--- config.mk ---
export PLATFORM = sky130hd
export DESIGN_NAME = console_line_editor_top
export DESIGN_NICKNAME = d
export VERILOG_FILES = /design/src/sv/cle_pkg.sv /design/src/sv/console_line_editor_top.sv
export SDC_FILE = /design/constraint.sdc
export NUM_CORES = 2
export LEC_CHECK = 0
export ABC_AREA = 1
export BUFFER_PORTS_ARGS = -buffer_cell sky130_fd_sc_hd__buf_4
export CORE_MARGIN = 2
export CORE_UTILIZATION = 50
export DETAILED_ROUTE_END_ITERATION = 8
export PLACE_DENSITY = 0.65
export SETUP_SLACK_MARGIN = 0.4
export SLEW_MARGIN = 5
export SYNTH_ARGS = -nofsm -noshare
export SYNTH_HDL_FRONTEND = slang
export SYNTH_SLANG_ARGS = --single-unit
--- constraint.sdc ---
create_clock -name clk -period 4.9 [get_ports clk]
set_clock_uncertainty 0.15 [all_clocks]
set_input_delay 0.245 -clock clk [delete_from_list [all_inputs] [get_ports clk]]
set_output_delay 0.245 -clock clk [all_outputs]
set_load 0.02 [all_outputs]
--- src/sv/cle_pkg.sv ---
// ----------------------------------------------------------------------------
// Console line editor package
// Shared types and key codes for the canonical-mode console input buffer.
// ----------------------------------------------------------------------------
package cle_pkg;

	localparam int BUF_DEPTH_DEF = 128;

	localparam logic [7:0] KEY_KILL = 8'h15;
	localparam logic [7:0] KEY_BS   = 8'h08;
	localparam logic [7:0] KEY_DEL  = 8'h7F;
	localparam logic [7:0] KEY_EOF  = 8'h04;
	localparam logic [7:0] KEY_CR   = 8'h0D;
	localparam logic [7:0] KEY_LF   = 8'h0A;

	localparam logic OP_RECV    = 1'b0;
	localparam logic OP_CONSUME = 1'b1;

	typedef struct packed {
		logic       op;
		logic [7:0] ch;
	} req_t;

	typedef struct packed {
		logic       echo_valid;
		logic [7:0] echo_char;
		logic [7:0] erase_count;
		logic       line_ready;
		logic       read_valid;
		logic [7:0] read_byte;
		logic       read_end;
	} rsp_t;

endpackage

--- src/sv/console_line_editor_top.sv ---
// A received byte or an erase passes through S_RESULT into the response register; a consume request
// that takes a byte passes through S_CONS and then S_RESULT, an empty one through S_RESULT alone;
// a kill-line passes through S_KILL_RD, S_KILL_CMP per examined byte, then S_RESULT. Only S_IDLE takes a request.
// Kill-line walks back one stored byte per cycle, set by the single read port of the line store.
// Reset clears the positions and the sequencer and sets cr_to_lf to 1;
// the line store is not cleared and needs no clearing pass.
// ----------------------------------------------------------------------------
// Console line editor
// Canonical-mode console input buffer with line editing and a committed-byte
// read path, built around one line store and a small sequencer.
// ----------------------------------------------------------------------------
module console_line_editor_top #(
	parameter int BUF_DEPTH = cle_pkg::BUF_DEPTH_DEF
) (
	input  logic          clk,
	input  logic          arst_n,
	input  logic          cfg_valid,
	output logic          cfg_ready,
	input  logic          cfg_data,
	input  logic          req_valid,
	output logic          req_ready,
	input  cle_pkg::req_t req,
	output logic          rsp_valid,
	input  logic          rsp_ready,
	output cle_pkg::rsp_t rsp
);
	import cle_pkg::*;

	localparam int SW = (BUF_DEPTH > 1) ? $clog2(BUF_DEPTH) : 1;
	localparam int PW = SW + 1;
	localparam logic [PW-1:0] POS_LAST = PW'(2 * BUF_DEPTH - 1);
	localparam logic [PW:0]   POS_MOD  = (PW+1)'(2 * BUF_DEPTH);
	localparam logic [PW:0]   DEPTH_W  = (PW+1)'(BUF_DEPTH);
	localparam logic [PW-1:0] DEPTH_P  = PW'(BUF_DEPTH);

	typedef enum logic [4:0] {
		S_IDLE     = 5'b00001,
		S_KILL_RD  = 5'b00010,
		S_KILL_CMP = 5'b00100,
		S_CONS     = 5'b01000,
		S_RESULT   = 5'b10000
	} state_t;

	function automatic logic [PW-1:0] pos_inc(input logic [PW-1:0] p);
		return (p == POS_LAST) ? '0 : p + 1'b1;
	endfunction

	function automatic logic [PW-1:0] pos_dec(input logic [PW-1:0] p);
		return (p == '0) ? POS_LAST : p - 1'b1;
	endfunction

	function automatic logic [PW:0] pos_diff(input logic [PW-1:0] a, input logic [PW-1:0] b);
		return (a >= b) ? ({1'b0, a} - {1'b0, b}) : ({1'b0, a} + POS_MOD - {1'b0, b});
	endfunction

	function automatic logic [SW-1:0] pos_slot(input logic [PW-1:0] p);
		logic [PW-1:0] s;
		s = (p >= DEPTH_P) ? p - DEPTH_P : p;
		return s[SW-1:0];
	endfunction

	state_t        state_q;
	logic [PW-1:0] edit_q;
	logic [PW-1:0] read_q;
	logic [PW-1:0] commit_q;
	logic          cr_to_lf_q;
	rsp_t          res_q;
	rsp_t          rsp_q;
	logic          rsp_valid_q;

	logic [7:0]    line_mem [BUF_DEPTH];
	logic [7:0]    rd_data_q;
	logic [SW-1:0] rd_addr;

	logic          accept;
	logic          is_kill;
	logic          is_erase;
	logic          has_room;
	logic          is_cr;
	logic          keep;
	logic [7:0]    ch_st;
	logic [PW-1:0] edit_inc;
	logic [PW-1:0] edit_dec;
	logic [PW-1:0] edit_dec2;
	logic          commit_now;
	logic          store_en;
	logic          load_out;

	assign cfg_ready = 1'b1;
	assign req_ready = (state_q == S_IDLE);
	assign accept    = req_valid && req_ready;
	assign rsp_valid = rsp_valid_q;
	assign rsp       = rsp_q;
	assign load_out  = (state_q == S_RESULT) && (!rsp_valid_q || rsp_ready);

	always_comb begin
		is_kill    = (req.ch == KEY_KILL);
		is_erase   = (req.ch == KEY_BS) || (req.ch == KEY_DEL);
		has_room   = pos_diff(edit_q, read_q) < DEPTH_W;
		is_cr      = (req.ch == KEY_CR);
		keep       = (req.ch != 8'h00) && !is_kill && !is_erase && has_room
			&& !(is_cr && !cr_to_lf_q);
		ch_st      = is_cr ? KEY_LF : req.ch;
		edit_inc   = pos_inc(edit_q);
		edit_dec   = pos_dec(edit_q);
		edit_dec2  = pos_dec(edit_dec);
		commit_now = (ch_st == KEY_LF) || (ch_st == KEY_EOF)
			|| (pos_diff(edit_inc, read_q) == DEPTH_W);
		store_en   = accept && (req.op == OP_RECV) && keep;
	end

	always_comb begin
		case (state_q)
			S_IDLE:     rd_addr = pos_slot(read_q);
			S_KILL_RD:  rd_addr = pos_slot(edit_dec);
			S_KILL_CMP: rd_addr = pos_slot(edit_dec2);
			default:    rd_addr = pos_slot(read_q);
		endcase
	end

	always_ff @(posedge clk) begin
		if (store_en) begin
			line_mem[pos_slot(edit_q)] <= ch_st;
		end
		rd_data_q <= line_mem[rd_addr];
	end

	always_ff @(posedge clk or negedge arst_n) begin
		if (!arst_n) begin
			state_q     <= S_IDLE;
			edit_q      <= '0;
			read_q      <= '0;
			commit_q    <= '0;
			cr_to_lf_q  <= 1'b1;
			rsp_valid_q <= 1'b0;
		end else begin
			if (cfg_valid && cfg_ready) begin
				cr_to_lf_q <= cfg_data;
			end
			if (rsp_valid_q && rsp_ready) begin
				rsp_valid_q <= 1'b0;
			end
			case (state_q)
				S_IDLE: begin
					if (accept) begin
						state_q <= S_RESULT;
						if (req.op == OP_CONSUME) begin
							if (read_q != commit_q) begin
								read_q  <= pos_inc(read_q);
								state_q <= S_CONS;
							end
						end else if (is_kill) begin
							state_q <= S_KILL_RD;
						end else if (is_erase) begin
							if (edit_q != commit_q) begin
								edit_q <= edit_dec;
							end
						end else if (keep) begin
							edit_q <= edit_inc;
							if (commit_now) begin
								commit_q <= edit_inc;
							end
						end
					end
				end
				S_KILL_RD: begin
					state_q <= (edit_q == commit_q) ? S_RESULT : S_KILL_CMP;
				end
				S_KILL_CMP: begin
					if (rd_data_q == KEY_LF) begin
						state_q <= S_RESULT;
					end else begin
						edit_q <= edit_dec;
						if (edit_dec == commit_q) begin
							state_q <= S_RESULT;
						end
					end
				end
				S_CONS: begin
					state_q <= S_RESULT;
				end
				S_RESULT: begin
					if (load_out) begin
						rsp_valid_q <= 1'b1;
						state_q     <= S_IDLE;
					end
				end
				default: begin
					state_q <= S_IDLE;
				end
			endcase
		end
	end

	always_ff @(posedge clk) begin
		if (load_out) begin
			rsp_q <= res_q;
		end
		case (state_q)
			S_IDLE: begin
				if (accept) begin
					res_q <= '0;
					if (req.op == OP_RECV) begin
						if (is_erase && !is_kill && (edit_q != commit_q)) begin
							res_q.erase_count <= 8'd1;
						end else if (!is_kill && !is_erase && keep) begin
							res_q.echo_valid <= 1'b1;
							res_q.echo_char  <= ch_st;
							res_q.line_ready <= commit_now;
						end
					end
				end
			end
			S_KILL_CMP: begin
				if ((rd_data_q != KEY_LF) && (res_q.erase_count != 8'hFF)) begin
					res_q.erase_count <= res_q.erase_count + 8'd1;
				end
			end
			S_CONS: begin
				res_q.read_valid <= 1'b1;
				if ((rd_data_q == KEY_LF) || (rd_data_q == KEY_EOF)) begin
					res_q.read_end <= 1'b1;
				end else begin
					res_q.read_byte <= rd_data_q;
				end
			end
			default: begin
				res_q <= res_q;
			end
		endcase
	end

`ifndef NO_ASSERTIONS
	a_occupancy: assert property (@(posedge clk) disable iff (!arst_n)
		pos_diff(edit_q, read_q) <= DEPTH_W)
		else $error("Uncommitted and committed bytes exceed the ring depth.");

	a_commit_order: assert property (@(posedge clk) disable iff (!arst_n)
		pos_diff(commit_q, read_q) <= pos_diff(edit_q, read_q))
		else $error("Commit position lies beyond the edit position.");

	a_kill_keeps_commit: assert property (@(posedge clk) disable iff (!arst_n)
		(state_q == S_KILL_CMP) |=> $stable(commit_q) && $stable(read_q))
		else $error("Kill-line walk moved the commit or read position.");

	a_rsp_kind: assert property (@(posedge clk) disable iff (!arst_n)
		rsp_valid && rsp.read_valid |-> !rsp.echo_valid && (rsp.erase_count == 8'd0))
		else $error("Read response also carries echo or erase information.");

	a_ready_echo: assert property (@(posedge clk) disable iff (!arst_n)
		rsp_valid && rsp.line_ready |-> rsp.echo_valid)
		else $error("Line committed without an echoed byte.");
`endif

endmodule

==> flow_summary.json <==
{
  "status": "completed",
  "crit_path_start_kind": "register",
  "leakage_nw": 22.4,
  "place_congestion": 0.896,
  "synth_top_flop_cell": "edfxtp_1",
  "synth_edf_count": 1080,
  "core_um2": 100000,
  "global_route_wire_length_before_repair_um": 205000,
  "power.ir.vdd_worst_mv": 0.607,
  "detailedPlacementHpwl_um": 79800,
  "fin_cells": 6225,
  "detailed_routing_iteration_count_for_the_pre_antenna_repair_pass": 6,
  "timing.critical_path.fanout_max": 8,
  "n_antenna_cell": 0,
  "grt_setup_unrepaired": "yes",
  "endpoints_failing_setup": 0,
  "fin_crit_sh": 0.867,
  "initial_core_util": 0.506,
  "cts_tree": "built",
  "port_buffers": 44,
  "n_fill_cell": 8391,
  "number_of_instances_on_the_worst_hold_path": 3,
  "postRouteWirelength_um": 136000,
  "netlist.top_cell.by_area": "edfxtp_1",
  "ys_seq_area_frac": 0.658,
  "htree_levels": 3,
  "design.final.nets": 4807,
  "post_detailed_route_wirelength_per_cell_um": 21.9,
  "synth.ff_latch_count": 1119,
  "layout.core_utilization": 0.564,
  "finalHoldWorstSlack_ns": 0.158,
  "period_needed_ns": 4.25,
  "number_of_placed_cells_counting_well_taps": 5991,
  "ioPinCount": 46,
  "setup.worst_path.class": "register to register",
  "max_slew_margin": 0.102,
  "die_x_um": 323,
  "clkSlewWorstSetupHoldPaths_ns": 0.06,
  "hold_violations": 0,
  "ctsLongestPathBuffers": 3,
  "cts_root_buf": "clkbuf_16",
  "yosys_warnings": 0,
  "synth.cell_area_um2": 50700,
  "worst_slew_pin_slew_ns": 1.34,
  "detailroute.via_count": 34700,
  "hold_path.class": "primary input to register",
  "fmaxAchievable_mhz": 235,
  "slew_viol_final": 0,
  "cts-buffers-inserted": 115,
  "timing.critical_path.to_type": "register",
  "post_synth_main_area_contributors": "edfxtp_1 64%, nand3_1 10%, nand2_1 6.6%",
  "dieHeight_um": 323,
  "worstPathRequired_ns": 5.07,
  "first_global_vias": 33200,
  "final_layout_size_suffix_gt1_frac": 0.0844,
  "clk_latency_ns": 0.71,
  "netlist-cell-type-count": 52,
  "clock-sinks": 1119,
  "crit_arrival_ns": 4.42,
  "cts_setup_buffers": 0,
  "max_cap_viol_count": 0,
  "syn-num-nets": 4786,
  "reg2regPathDepth": 15,
  "synth.avg_cell_area_um2": 10.7,
  "power-per-cell-area_nw_per_um2": 540,
  "synthToLayoutAreaGrowth_pct": 11.4,
  "rows": 116,
  "remaining_drc_errors": 0,
  "grt_start_max_net_pins": 129,
  "design.die.area_um2": 104000,
  "route.detailed.vias_per_inst": 5.57,
  "synthArstFlopShare": 0.0277,
  "syn_inst_count": 4747,
  "grt.overflow.total": 0,
  "detail-route-antenna-nets": 0,
  "detailedRoute.firstIterationViolations": 4037,
  "fin_setup_tns_ns": 0,
  "proportion_of_netlist_area_held_by_the_largest_area_contributor": 0.639,
  "antenna_found_initial": 1,
  "grt.total_usage": 0.263
}
[critical path: stages, from the launching register on]
cell and delay (ns):
dfrtp_1 0.39, inv_1 0.20, ha_1 0.29, a21oi_1 0.13, o21ai_0 0.10, nor3b_1 0.15, nor2_1 0.13, or2_2 0.13
nand3_1 0.08, nor2_1 0.20, nand2_1 0.19, inv_1 0.20, nand3_1 0.17, inv_1 0.38, nand2_1 0.33, nor2_1 0.63
[sequential cells by signal, summed over array words and instances (netlist names)]
signal,cells
rsp,28
state_q,5
rsp_valid,1
commit_q,8
cr_to_lf_q,1
read_q,8
line_mem,1024
edit_q,8
res_q,28
rd_data_q,8
[power by group]
group          total (mW)  switching (mW)  internal, mW  leakage, nW
Combinational        11.0            7.83          3.14         10.5
Clock                8.52            3.71          4.80         1.79
Sequential           11.1           0.232          10.8         10.2
Total                30.5            11.8          18.8         22.4
[through the flow]
stage / power, mW / area [µm²] / setup slack [ns]
2_1_floorplan: 18.4 / 50700 / 1.12
3_3_place_gp: 22.0 / 52700 / 0.423
3_5_place_dp: 22.1 / 52700 / 0.331
4_1_cts: 30.5 / 56500 / 0.422
5_1_grt: 31.9 / 56500 / 0.279
6_report: 30.5 / 56500 / 0.653
[final timing paths]
kind	start	endpoint	slack [ns]
worst max-delay path	read_q[2]	line_mem[53][6]	0.65
worst min-delay path	rsp_ready	rsp_valid	0.16
worst max register to register	read_q[2]	line_mem[53][6]	0.65
worst min register to register	res_q[24]	rsp[24]	0.27
max in group asynchronous	arst_n	edit_q[1]	3.90
min in group asynchronous	arst_n	cr_to_lf_q	0.48
[cell families (layout without fill, tap and decap cells)]
family / count (synthesis) / in the layout / share of synthesized area
xor gates and xnor gates: 30 / 30 / 0.00518
adders and majority gates: 24 / 24 / 0.00607
and+or+nand+nor: 2500 / 2500 / 0.239
buffers and inverters: 975 / 1096 / 0.0796
DFF: 1119 / 1119 / 0.658
muxes: 8 / 8 / 0.00170
other: 1 / 1 / 0.0000739
AOI/OAI and AO/OA: 90 / 90 / 0.0103
[what timing repair did]
action | 4_1_cts | 5_1_grt
pin swaps | 0 | 0
hold buffers | 17 | 0
gates resized for setup | 1 | 12
hold endpoints to repair | 154 | 0
setup endpoints to repair | 4 | 128
[metal layers]
| layer | routed length, µm | vias up | track usage |
|---|---|---|---|
| met3 | 11500 | 256 | 0.0427 |
| met2 | 63000 | 1500 | 0.414 |
| li1 | - | 16100 | - |
| met1 | 56900 | 16800 | 0.371 |
| met4 | 4790 | 0 | 0.0941 |
| met5 | 0 | - | 0 |
[final cells by class]
cell class / instances / area [µm²] / share of cell area
Multi-Input combinational cell: 2653 / 13400 / 0.237
Clock buffer: 139 / 3020 / 0.0534
Tap cell: 1357 / 1700 / 0.0300
Timing Repair Buffer: 192 / 1800 / 0.0318
Sequential cell: 1119 / 33400 / 0.590
Inverter: 687 / 2590 / 0.0459
Clock inverter: 78 / 629 / 0.0111
[cells in the final DEF (no fill, tap or decap), types with 23 or more instances in the layout]
master     instances
buf_4            147
clkinv_1          28
clkinv_2          30
dfrtp_1           27
nand3_1         1025
nand2_1          886
inv_1            675
a21oi_1           23
o21ai_0           39
buf_12            24
nor2_1           182
ha_1              23
xor2_1            24
clkbuf_16        117
edfxtp_1        1080
nand3b_1         320
[Yosys cell counts, types with 5 or more instances]
master / count
buf_6: 13
o21ai_0: 40
xnor2_1: 6
edfxtp_1: 1080
inv_1: 678
buf_2: 179
dfxtp_1: 8
inv_2: 8
nor3_1: 20
o211ai_1: 10
a21oi_1: 24
nand3b_1: 320
xor2_1: 24
ha_1: 23
nor2_4: 5
nand4_1: 12
or2_2: 5
nor4_1: 10
dfrtp_1: 29
nand3_1: 1025
mux2_2: 5
clkbuf_1: 69
nand2_1: 888
nor2_1: 193
buf_4: 6
buf_1: 18
Note: power is estimated with default switching activity, not from simulation.
